`src/rtl/core/fpba_pkg.sv`:
```
// Package for the fit-policy block allocator: field widths, codes, state and
// cell command types. Used by every module under rtl/core; depends on nothing.
`default_nettype none

package fpba_pkg;

    // Default sizes of the table
    localparam int MAX_BLOCKS_DEF = 16;
    localparam int SIZE_BITS_DEF  = 16;

    // Fixed port field widths
    localparam int SLOT_W     = 4;
    localparam int IO_SIZE_W  = 16;
    localparam int STATUS_W   = 2;
    localparam int CHOSEN_W   = 4;
    localparam int POLICY_W   = 2;
    localparam int COUNT_W    = 5;
    localparam int CFG_IDX_W  = 2;
    localparam int CFG_DATA_W = 5;

    // Request kinds
    localparam logic REQ_LOAD  = 1'b0;
    localparam logic REQ_ALLOC = 1'b1;

    // Fit policies; the unused code behaves as first fit
    localparam logic [POLICY_W-1:0] POL_FIRST = 2'd0;
    localparam logic [POLICY_W-1:0] POL_BEST  = 2'd1;
    localparam logic [POLICY_W-1:0] POL_WORST = 2'd2;

    // Result status codes
    localparam logic [STATUS_W-1:0] ST_LOADED  = 2'd0;
    localparam logic [STATUS_W-1:0] ST_ALLOC   = 2'd1;
    localparam logic [STATUS_W-1:0] ST_NO_FIT  = 2'd2;

    // Configuration register indexes
    localparam logic [CFG_IDX_W-1:0] CFG_POLICY = 2'd0;
    localparam logic [CFG_IDX_W-1:0] CFG_COUNT  = 2'd1;

    // Reset value of the block count register
    localparam logic [COUNT_W-1:0] COUNT_RESET = 5'd16;

    // Controller states
    typedef enum logic {
        S_IDLE,
        S_SCAN
    } t_state;

    // Broadcast commands from the controller to every cell
    typedef struct packed {
        logic load;     // write original and remaining size of one slot
        logic wb;       // write back the remaining size of the chosen block
        logic restore;  // copy original sizes into remaining sizes
    } t_cell_cmd;

endpackage

`default_nettype wire

```
`src/rtl/core/fit_policy_block_allocator.sv`:
```
// Top level of the fit-policy block allocator: controller, configuration
// registers and the chain of fpba_cell. Depends on fpba_pkg and fpba_cell.
//
//   channel | valid      | ready       | payload
//   --------+------------+-------------+---------------------------------------
//   in      | i_in_valid | o_in_ready  | req_type, block_slot, load_size, ...
//   out     | o_out_valid| i_out_ready | status, chosen_block, remaining_after
//   cfg     | i_cfg_valid| o_cfg_ready | cfg_index, cfg_data
//
// A load item gives its result in the cycle after acceptance. An allocate item
// passes a candidate packet through the MAX_BLOCKS cells, one cell a cycle,
// behind the launch register and ahead of the output register; its result shows
// in the same cycle in which the next item can be taken, so items are not
// overlapped.
// Reset clears control only and holds both ready outputs low; table contents
// are unknown until loaded.
// An item is accepted only when the output register is free or draining.
`default_nettype none

module fit_policy_block_allocator #(
    parameter int MAX_BLOCKS = fpba_pkg::MAX_BLOCKS_DEF,
    parameter int SIZE_BITS  = fpba_pkg::SIZE_BITS_DEF
) (
    input  wire                               i_clk,
    input  wire                               i_rst_n,
    // input items
    input  wire                               i_in_valid,
    output logic                              o_in_ready,
    input  wire                               i_req_type,
    input  wire [fpba_pkg::SLOT_W-1:0]        i_block_slot,
    input  wire [fpba_pkg::IO_SIZE_W-1:0]     i_load_size,
    input  wire [fpba_pkg::IO_SIZE_W-1:0]     i_request_size,
    input  wire                               i_last_request,
    // result items
    output logic                              o_out_valid,
    input  wire                               i_out_ready,
    output logic [fpba_pkg::STATUS_W-1:0]     o_status,
    output logic [fpba_pkg::CHOSEN_W-1:0]     o_chosen_block,
    output logic [fpba_pkg::IO_SIZE_W-1:0]    o_remaining_after,
    // configuration writes
    input  wire                               i_cfg_valid,
    output logic                              o_cfg_ready,
    input  wire [fpba_pkg::CFG_IDX_W-1:0]     i_cfg_index,
    input  wire [fpba_pkg::CFG_DATA_W-1:0]    i_cfg_data
);

    localparam int IDX_W = $clog2(MAX_BLOCKS);

    fpba_pkg::t_state                r_state;
    fpba_pkg::t_state                n_state;
    logic                            r_launch;
    logic [SIZE_BITS-1:0]            r_req;
    logic                            r_last;
    logic [fpba_pkg::POLICY_W-1:0]   r_policy;
    logic [fpba_pkg::COUNT_W-1:0]    r_count;
    logic                            r_out_valid;
    logic [fpba_pkg::STATUS_W-1:0]   r_status;
    logic [fpba_pkg::CHOSEN_W-1:0]   r_chosen;
    logic [fpba_pkg::IO_SIZE_W-1:0]  r_remain;

    fpba_pkg::t_cell_cmd             cmd;
    logic                            in_acc;
    logic                            out_free;
    logic                            scan_done;
    logic [SIZE_BITS-1:0]            left;

    logic                            pk_valid [0:MAX_BLOCKS];
    logic                            pk_found [0:MAX_BLOCKS];
    logic [IDX_W-1:0]                pk_pick  [0:MAX_BLOCKS];
    logic [SIZE_BITS-1:0]            pk_val   [0:MAX_BLOCKS];

    // Handshake
    assign out_free    = !r_out_valid || i_out_ready;
    assign o_in_ready  = i_rst_n && (r_state == fpba_pkg::S_IDLE) && out_free;
    assign in_acc      = i_in_valid && o_in_ready;
    assign o_cfg_ready = i_rst_n;
    assign o_out_valid = r_out_valid;
    assign o_status          = r_status;
    assign o_chosen_block    = r_chosen;
    assign o_remaining_after = r_remain;

    // Seed packet enters cell zero
    assign pk_valid[0] = r_launch;
    assign pk_found[0] = 1'b0;
    assign pk_pick[0]  = '0;
    assign pk_val[0]   = '0;

    assign scan_done = pk_valid[MAX_BLOCKS];
    assign left      = pk_val[MAX_BLOCKS] - r_req;

    // Next state and cell commands
    always_comb begin
        n_state     = r_state;
        cmd.load    = 1'b0;
        cmd.wb      = 1'b0;
        cmd.restore = 1'b0;
        case (r_state)
            fpba_pkg::S_IDLE: begin
                if (in_acc) begin
                    if (i_req_type == fpba_pkg::REQ_LOAD) begin
                        cmd.load = 1'b1;
                    end else begin
                        n_state = fpba_pkg::S_SCAN;
                    end
                end
            end
            fpba_pkg::S_SCAN: begin
                if (scan_done) begin
                    cmd.wb      = pk_found[MAX_BLOCKS];
                    cmd.restore = r_last;
                    n_state     = fpba_pkg::S_IDLE;
                end
            end
            default: n_state = fpba_pkg::S_IDLE;
        endcase
    end

    // State register
    always_ff @(posedge i_clk) begin
        if (!i_rst_n) begin
            r_state <= fpba_pkg::S_IDLE;
        end else begin
            r_state <= n_state;
        end
    end

    // Launch pulse and request hold
    always_ff @(posedge i_clk) begin
        if (!i_rst_n) begin
            r_launch <= 1'b0;
        end else begin
            r_launch <= in_acc && (i_req_type == fpba_pkg::REQ_ALLOC);
        end
    end

    always_ff @(posedge i_clk) begin
        if (in_acc) begin
            r_req  <= SIZE_BITS'(i_request_size);
            r_last <= i_last_request;
        end
    end

    // Configuration registers
    always_ff @(posedge i_clk) begin
        if (!i_rst_n) begin
            r_policy <= fpba_pkg::POL_FIRST;
            r_count  <= fpba_pkg::COUNT_RESET;
        end else if (i_cfg_valid) begin
            case (i_cfg_index)
                fpba_pkg::CFG_POLICY: r_policy <= fpba_pkg::POLICY_W'(i_cfg_data);
                fpba_pkg::CFG_COUNT:  r_count  <= fpba_pkg::COUNT_W'(i_cfg_data);
                default: ;
            endcase
        end
    end

    // Output register valid
    always_ff @(posedge i_clk) begin
        if (!i_rst_n) begin
            r_out_valid <= 1'b0;
        end else if ((in_acc && (i_req_type == fpba_pkg::REQ_LOAD)) || scan_done) begin
            r_out_valid <= 1'b1;
        end else if (i_out_ready) begin
            r_out_valid <= 1'b0;
        end
    end

    // Output register payload
    always_ff @(posedge i_clk) begin
        if (in_acc && (i_req_type == fpba_pkg::REQ_LOAD)) begin
            r_status <= fpba_pkg::ST_LOADED;
            r_chosen <= '0;
            r_remain <= '0;
        end else if (scan_done) begin
            if (pk_found[MAX_BLOCKS]) begin
                r_status <= fpba_pkg::ST_ALLOC;
                r_chosen <= fpba_pkg::CHOSEN_W'(pk_pick[MAX_BLOCKS]);
                r_remain <= fpba_pkg::IO_SIZE_W'(left);
            end else begin
                r_status <= fpba_pkg::ST_NO_FIT;
                r_chosen <= '0;
                r_remain <= '0;
            end
        end
    end

    // Chain of cells
    for (genvar g = 0; g < MAX_BLOCKS; g++) begin : g_cell
        fpba_cell #(
            .IDX       (g),
            .IDX_W     (IDX_W),
            .SIZE_BITS (SIZE_BITS)
        ) u_cell (
            .i_clk       (i_clk),
            .i_rst_n     (i_rst_n),
            .i_cmd       (cmd),
            .i_load_slot (i_block_slot),
            .i_load_val  (SIZE_BITS'(i_load_size)),
            .i_wb_idx    (pk_pick[MAX_BLOCKS]),
            .i_wb_val    (left),
            .i_req       (r_req),
            .i_policy    (r_policy),
            .i_count     (r_count),
            .i_pk_valid  (pk_valid[g]),
            .i_pk_found  (pk_found[g]),
            .i_pk_pick   (pk_pick[g]),
            .i_pk_val    (pk_val[g]),
            .o_pk_valid  (pk_valid[g+1]),
            .o_pk_found  (pk_found[g+1]),
            .o_pk_pick   (pk_pick[g+1]),
            .o_pk_val    (pk_val[g+1])
        );
    end

endmodule

`default_nettype wire

```
`src/rtl/core/fpba_cell.sv`:
```
// One table cell: holds the original and remaining size of one block and
// updates the passing best-candidate packet. Depends on fpba_pkg.
`default_nettype none

module fpba_cell #(
    parameter int IDX       = 0,
    parameter int IDX_W     = 4,
    parameter int SIZE_BITS = fpba_pkg::SIZE_BITS_DEF
) (
    input  wire                              i_clk,
    input  wire                              i_rst_n,
    // broadcast control and data
    input  wire fpba_pkg::t_cell_cmd         i_cmd,
    input  wire [fpba_pkg::SLOT_W-1:0]       i_load_slot,
    input  wire [SIZE_BITS-1:0]              i_load_val,
    input  wire [IDX_W-1:0]                  i_wb_idx,
    input  wire [SIZE_BITS-1:0]              i_wb_val,
    input  wire [SIZE_BITS-1:0]              i_req,
    input  wire [fpba_pkg::POLICY_W-1:0]     i_policy,
    input  wire [fpba_pkg::COUNT_W-1:0]      i_count,
    // candidate packet from the previous cell
    input  wire                              i_pk_valid,
    input  wire                              i_pk_found,
    input  wire [IDX_W-1:0]                  i_pk_pick,
    input  wire [SIZE_BITS-1:0]              i_pk_val,
    // candidate packet to the next cell
    output logic                             o_pk_valid,
    output logic                             o_pk_found,
    output logic [IDX_W-1:0]                 o_pk_pick,
    output logic [SIZE_BITS-1:0]             o_pk_val
);

    logic [SIZE_BITS-1:0] r_orig;
    logic [SIZE_BITS-1:0] r_rem;
    logic                 in_scan;
    logic                 fits;
    logic                 take;

    // Decide whether this block replaces the candidate
    always_comb begin
        in_scan = 32'(i_count) > IDX;
        fits    = in_scan && (r_rem >= i_req);
        take    = 1'b0;
        if (fits) begin
            if (!i_pk_found) begin
                take = 1'b1;
            end else if (i_policy == fpba_pkg::POL_BEST) begin
                take = r_rem < i_pk_val;
            end else if (i_policy == fpba_pkg::POL_WORST) begin
                take = r_rem > i_pk_val;
            end
        end
    end

    // Advance the packet valid flag
    always_ff @(posedge i_clk) begin
        if (!i_rst_n) begin
            o_pk_valid <= 1'b0;
        end else begin
            o_pk_valid <= i_pk_valid;
        end
    end

    // Hand the candidate on
    always_ff @(posedge i_clk) begin
        if (take) begin
            o_pk_found <= 1'b1;
            o_pk_pick  <= IDX_W'(IDX);
            o_pk_val   <= r_rem;
        end else begin
            o_pk_found <= i_pk_found;
            o_pk_pick  <= i_pk_pick;
            o_pk_val   <= i_pk_val;
        end
    end

    // Update stored sizes; restore wins over write-back
    always_ff @(posedge i_clk) begin
        if (i_cmd.restore) begin
            r_rem <= r_orig;
        end else if (i_cmd.wb && (i_wb_idx == IDX_W'(IDX))) begin
            r_rem <= i_wb_val;
        end
        if (i_cmd.load && (32'(i_load_slot) == IDX)) begin
            r_orig <= i_load_val;
            r_rem  <= i_load_val;
        end
    end

endmodule

`default_nettype wire

```
`config.mk`:
```
export PLATFORM = sky130hd
export DESIGN_NAME = fit_policy_block_allocator
export DESIGN_NICKNAME = d
export VERILOG_FILES = /design/src/rtl/core/fpba_pkg.sv /design/src/rtl/core/fit_policy_block_allocator.sv /design/src/rtl/core/fpba_cell.sv
export SDC_FILE = /design/constraint.sdc
export NUM_CORES = 2
export LEC_CHECK = 0
export ABC_AREA = 1
export BUFFER_PORTS_ARGS = -buffer_cell sky130_fd_sc_hd__buf_2
export CAP_MARGIN = 20
export CORE_ASPECT_RATIO = 1.25
export CORE_MARGIN = 10
export CORE_UTILIZATION = 49
export CTS_CLUSTER_DIAMETER = 120
export DETAILED_ROUTE_END_ITERATION = 16
export MAX_ROUTING_LAYER = met4
export SKIP_CTS_REPAIR_TIMING = 1
export SLEW_MARGIN = 20
export SYNTH_ARGS = -nofsm -noshare
export SYNTH_HDL_FRONTEND = slang
export SYNTH_SLANG_ARGS = --single-unit
```
`constraint.sdc`:
```
create_clock -name i_clk -period 7.3 [get_ports i_clk]
set_input_delay 1.46 -clock i_clk [delete_from_list [all_inputs] [get_ports i_clk]]
set_output_delay 1.46 -clock i_clk [all_outputs]
set_load 0.05 [all_outputs]
```
* After elaboration in Yosys (flattened, before gate mapping) *
Index checks and enable logic that the tools add are counted.

storage, ports and cells
  flip-flop bits (word level) = 898
  input bits = 50
  output and inout port bits = 25
  logic and storage cells = 421

operators by class
  add/subtract/negate cells = 1
  magnitude comparators = 62
  eq/ne operators = 33
  muxes and demuxes = 140
  bitwise gates (word level) = 2
  reduce and logical (&&, ||, !) cells = 78

operators by type and width
  kind                                                                              count
  16-bit 2-to-1 mux                                                                 64
  16-bit >= comparator                                                              16
  16-bit greater-than comparator                                                    15
  16-bit < comparator                                                               15
  1-bit 2-to-1 mux                                                                  71
  4-bit == test (second input constant)                                             16
  1-bit logical AND                                                                 53
  3-bit nonzero test                                                                16
  5-bit by 4-bit greater-than comparator with 1-bit output (second input constant)  8
  4-bit by 3-bit == test with 1-bit output (second input constant)                  8
  5-bit by 3-bit greater-than comparator with 1-bit output (second input constant)  4
  4-bit by 2-bit == test with 1-bit output (second input constant)                  4
  16-bit subtractor                                                                 1
  5-bit by 1-bit greater-than comparator with 1-bit output (second input constant)  2
  5-bit by 2-bit greater-than comparator with 1-bit output (second input constant)  2
  4-bit by 1-bit == test with 1-bit output (second input constant)                  2
  4-bit logical NOT                                                                 2
  2-bit 2-to-1 mux                                                                  3
  2-bit by 1-bit == test with 1-bit output (second input constant)                  2
  4-bit 2-to-1 mux                                                                  1
  2-bit AND reduction                                                               2
  2-bit == test (second input constant)                                             1
  2-bit logical NOT                                                                 1
  1-bit logical OR                                                                  2
  other kinds (4)                                                                   5

* Longest topological paths before layout *
  depth after elaboration = 8
  depth in mapped cells = 17
  depth with buffers taken out = 16

* Cells and area by module *
A second synthesis with hierarchy kept.

second synthesis, totals
  cell total of the unflattened synthesis = 5912
  area total of the unflattened synthesis = 50903.8 sq um

by module, submodules not included
  module                         times used  cells an instance  area each (sq um)
  fpba_cell (g_cell[0].u_cell)   1           348                3036.7
  fpba_cell (g_cell[10].u_cell)  1           350                3015.4
  fpba_cell (g_cell[8].u_cell)   1           349                3009.1
  fpba_cell (g_cell[14].u_cell)  1           344                3007.9
  fpba_cell (g_cell[2].u_cell)   1           348                3007.9
  fpba_cell (g_cell[9].u_cell)   1           350                3007.9
  fpba_cell (g_cell[13].u_cell)  1           344                3006.6
  fpba_cell (g_cell[1].u_cell)   1           348                3006.6
  fpba_cell (g_cell[4].u_cell)   1           349                3006.6
  fpba_cell (g_cell[11].u_cell)  1           344                3005.4
  fpba_cell (g_cell[6].u_cell)   1           348                3005.4
  fpba_cell (g_cell[5].u_cell)   1           348                3004.1
  fpba_cell (g_cell[7].u_cell)   1           344                3004.1
  fpba_cell (g_cell[3].u_cell)   1           346                3000.4
  +3 rows                        --          --                 --

* Worst setup path after synthesis *
OpenSTA, ideal clock, no wires.

  kind = in2reg
  from = in i_rst_n
  to = reg g_cell[6].u_cell.r_rem[0], enable pin
  library setup time = 0.447 ns
  arrival time = 3.721 ns
  setup slack = 3.132 ns
  stages = 8
  buffers on the path = 2
  cell sequence = inv_2 -> nor4_4 -> nand2_4 -> buf_6 -> nor2_4 -> nand2_2 -> buf_2 -> o311ai_0

between the ends
  cells in the longest elaborated chain, start to end = 7

RTL lines
  what                                 line                              source
  from (decl)                          fit_policy_block_allocator.sv:25  input wire i_rst_n,
  1-bit logical AND (2 in series)      fit_policy_block_allocator.sv:74  assign o_in_ready = i_rst_n && (r_state == fpba_pkg::S_IDLE) && out_free;
  1-bit logical AND                    fit_policy_block_allocator.sv:75  assign in_acc = i_in_valid && o_in_ready;
  via in_acc                           fit_policy_block_allocator.sv:62  logic in_acc;
  1-bit 2-to-1 mux                     fit_policy_block_allocator.sv:99  if (in_acc) begin
  1-bit 2-to-1 mux                     fit_policy_block_allocator.sv:97  case (r_state)
  1-bit logical AND                    fpba_cell.sv:84                   if (i_cmd.load && (32'(i_load_slot) == IDX)) begin
  3-bit nonzero test (no source line)  --
  to (signal assigned)                 fpba_cell.sv:80                   r_rem <= r_orig;
  to (signal assigned)                 fpba_cell.sv:82                   r_rem <= i_wb_val;
  to (signal assigned)                 fpba_cell.sv:86                   r_rem <= i_load_val;
  to (decl)                            fpba_cell.sv:34                   logic [SIZE_BITS-1:0] r_rem;

The timed path passes the listed nets, and every way through them passes these cells.
A chain may end at the register's enable or synchronous reset.

* Final worst setup path *
  from = reg r_req[1]
  to = reg g_cell[15].u_cell.o_pk_pick[1]

between the ends
  cells in the longest elaborated chain, start to end = 3

RTL lines
  what                    line                               source
  from (decl)             fit_policy_block_allocator.sv:52   logic [SIZE_BITS-1:0] r_req;
  from (signal assigned)  fit_policy_block_allocator.sv:138  r_req <= SIZE_BITS'(i_request_size);
  16-bit >= comparator    fpba_cell.sv:42                    fits = in_scan && (r_rem >= i_req);
  1-bit logical AND       fpba_cell.sv:42
  1-bit 2-to-1 mux        fpba_cell.sv:44                    if (fits) begin
  to (signal assigned)    fpba_cell.sv:68                    o_pk_pick <= IDX_W'(IDX);
  to (signal assigned)    fpba_cell.sv:72                    o_pk_pick <= i_pk_pick;
  to (decl)               fpba_cell.sv:29                    output logic [IDX_W-1:0] o_pk_pick,

No other way between the ends.

==> results.yml <==
worst_hold_path:
  holdCritPathClass: "flop to flop"
sta:
  period_minus_slack_ns: 4.095
  max_freq_mhz: 244.2
  slew_headroom_pct: 20.52
  setup_ws_ns: 3.205
  slew_viol_final: 0
  tns_ns: 0
  rsz0062_at_grt: "no"
  fin_worst_skew_ns: 0.02580
  fin_crit_sh_pct: 56.10
  setup_viol: 0
  tightestPinTransition_ns: 1.191
  hold_viol: 0
logic_synthesis:
  syn_area_um2: 46100
  ys_types: 38
  synth-seq-cells: 898
  syn_avg_cell_area_um2: 8.852
  synthCells: 5208
  yosysTopAreaCell: "edfxtp_1"
  synthTopCellsByArea: "edfxtp_1 34%, dfxtp_1 16%, ha_1 14%, nand2_1 12%, a21oi_1 4.7%"
  synth_warnings: 0
  ys_seq_area_share_pct: 50.48
  netlist.area_leader.share_pct: 34.46
  syn_nets: 5770
route:
  drc: 0
  vias: 36086
  drt_wl_total_um: 149400
  avgRoutedWirePerCell_um: 22.81
  antenna_left: 0
  viasPerCell: 5.508
  drtPass1Iterations: 6
  initialDrtViolationCount: 3557
place:
  post-place-ws_ns: 2.680
  routabilityCongestion: 0.8998
  hpwl_um: 100200
  port_buffers: 74
critical_path:
  crit_chain: "inv_1 -> buf_4 -> ha_1 -> nand2_1 -> nand2_1 -> nand2_1 -> nand2_1 -> nand2_1 -> nand2_1 -> nand2_1 -> nand3_1 -> nand2_1 -> clkinv_1 -> nand2_1 -> nand2_1"
  endpoint_kind: "flop"
  startpoint_type: "flop"
  crit_type: "flop to flop"
  cp_top_family: "buffers and inverters"
  max_stage_delay_ns: 0.86
  cp_max_fo: 20
  r2r_setup_slack_ns: 3.20
  critPathMostFrequentCell: "nand2_1"
  worstPathArrival_ns: 4.59
  crit_required_ns: 7.79
  critPathBufInv: 3
  crit_slowest_cell: "inv_1"
power_and_ir_drop:
  p_clk_share_pct: 30.9
  p_switching_mw: 5.039
  finalPower_mw: 14.89
  comb_power_share_pct: 25.6
  p_int_mw: 9.847
  p_seq_share_pct: 43.4
  power_density_nw_per_um2: 293.8
  p_leak_nw: 22.79
  p_sw_share_pct: 33.85
  max-vdd-ir-drop_uv: 409.7
layout:
  syn_to_final_growth_pct: 9.923
  nets: 5828
  utilization_pct: 54.36
  drive_gt1_share_pct: 6.121
grt:
  grt_pass1_vias: 33986
  grt.overflow.total: 0
  grt_pass1_wl_um: 217700
  track_usage_pct: 28.34
  grt_max_degree: 124
  antenna_found_initial: 5
cts:
  cts-root-buf: "clkbuf_16"
  clkSinkCount: 898
  htreeDepth: 3
  cts_made_buffers: 91
  clkLatencyLatePin_ns: 0.67
  clockBufferDepth: 3
  cts_tree: "yes"
  cts.clk_slew.worst_paths_ns: 0.06
floorplan:
  core_area_um2: 93210
  initial_utilization_pct: 49.46
  ios: 75
  dieArea_um2: 106800
  std_cell_rows: 125
  die-height_um: 362.9
  die_x_um: 294.3
outcome:
  status: "completed"
job:
  drv_cap: 0
[through the flow]
| stage | instance area [um2] | hold slack, ns | cells |
|---|---|---|---|
| 2_1_floorplan | 46100 | 0.3875 | 5208 |
| 3_3_place_gp | 47740 | 0.3933 | 6378 |
| 3_5_place_dp | 47750 | 0.3996 | 6379 |
| 4_1_cts | 50670 | 0.4124 | 6548 |
| 5_1_grt | 50670 | 0.4266 | 6551 |
| 6_report | 50670 | 0.4094 | 6551 |
[synth_stat cells]
library cell,instances
a21boi_0,15
a21o_1,18
a21oi_1,437
a22o_1,1
a22oi_1,37
a31oi_1,110
and2_1,1
buf_1,28
buf_2,43
buf_4,1
buf_6,7
clkbuf_1,89
clkinv_1,16
dfxtp_1,369
edfxtp_1,529
fa_1,1
ha_1,511
inv_1,549
inv_2,12
nand2_1,1478
nand2_2,7
nand2_4,1
nand3_1,355
nand3b_1,5
nand4_1,34
nor2_1,409
nor2_2,7
nor2_4,3
nor2_8,3
nor3_1,20
nor4_4,1
o211ai_1,5
o21a_1,15
o21ai_0,64
o21bai_1,1
o311ai_0,3
or2_2,15
xor2_1,8
[registers in the layout, indices dropped and copies added (netlist names)]
name	cells
r_state	1
g_cell.u_cell.o_pk_pick	49
o_chosen_block	4
g_cell.u_cell.r_rem	256
o_remaining_after	16
o_status	2
r_last	1
r_launch	1
r_req	16
r_count	5
g_cell.u_cell.o_pk_found	16
g_cell.u_cell.r_orig	256
g_cell.u_cell.o_pk_val	256
o_out_valid	1
g_cell.u_cell.o_pk_valid	16
r_policy	2
[layout make-up]
class	count	area, um2
fill	8581	42540
sequential	898	23270
multi-input combinational	3565	19980
clock buffer	126	2524
inverter	577	2171
tap	1206	1509
timing repair buffer	133	820.8
clock inverter	43	391.6
antenna	3	7.507
[worst paths after layout]
path,start,endpoint,cells after the start
worst min register to register,g_cell[13].u_cell.o_pk_valid,g_cell[14].u_cell.o_pk_valid,2
worst min-delay path,g_cell[13].u_cell.o_pk_valid,g_cell[14].u_cell.o_pk_valid,2
worst max register to register,r_req[1],g_cell[15].u_cell.o_pk_pick[1],15
worst max-delay path,r_req[1],g_cell[15].u_cell.o_pk_pick[1],15
[power groups by stage]
stage	registers (mW)	logic, mW	clock network (mW)
after global routing	6.50	4.18	4.87
final	6.47	3.81	4.61
after detailed placement	6.55	3.74	0
after floorplan	6.39	2.21	0
after CTS	6.46	3.77	4.67
after global placement	6.57	3.70	0
[worst reg2reg max path, stage by stage (launching register included)]
cell      delay, ns
edfxtp_1       0.36
inv_1          0.86
buf_4          0.48
ha_1           0.31
nand2_1        0.07
nand2_1        0.05
nand2_1        0.05
nand2_1        0.04
nand2_1        0.05
nand2_1        0.05
nand2_1        0.05
nand3_1        0.06
nand2_1        0.07
clkinv_1       0.43
nand2_1        0.81
nand2_1        0.20
[layer usage]
layer,track usage (%),routed length (um),vias up
met5,-,0,-
met4,14.09,8408,0
met3,4.024,10990,375
met2,46.70,71040,1455
met1,33.73,58970,16696
li1,-,-,17560
[kinds of logic (layout without fill, tap and decap cells)]
| kind of cell | after synthesis | in the layout | share of synthesized area, % |
|---|---|---|---|
| xor+xnor | 8 | 8 | 0.1520 |
| fa+ha+maj | 512 | 512 | 13.91 |
| buf+inv | 745 | 879 | 6.305 |
| flops | 898 | 898 | 50.48 |
| simple gates | 2339 | 2339 | 20.66 |
| compound gates | 706 | 706 | 8.490 |
| other cells | 0 | 3 | 0 |
[placed cells by master (no fill, tap or decap), types with 3 or more instances in the layout]
master	instances
a21boi_0	15
a21o_1	18
a21oi_1	437
a22oi_1	37
a31oi_1	110
buf_2	74
buf_4	58
bufinv_16	5
clkbuf_1	26
clkbuf_16	94
clkbuf_8	5
clkinv_1	27
clkinv_2	12
clkinv_4	3
clkinvlp_4	5
dfxtp_1	369
diode_2	3
edfxtp_1	529
ha_1	511
inv_1	547
inv_2	13
inv_6	5
nand2_1	1475
nand2_2	10
nand3_1	351
nand3_2	4
nand3b_1	5
nand4_1	34
nor2_1	408
nor2_2	7
nor2_4	4
nor2_8	3
nor3_1	20
o211ai_1	5
o21a_1	15
o21ai_0	63
o311ai_2	3
or2_2	15
xor2_1	8
No activity file was read; power rests on OpenSTA's default activity.
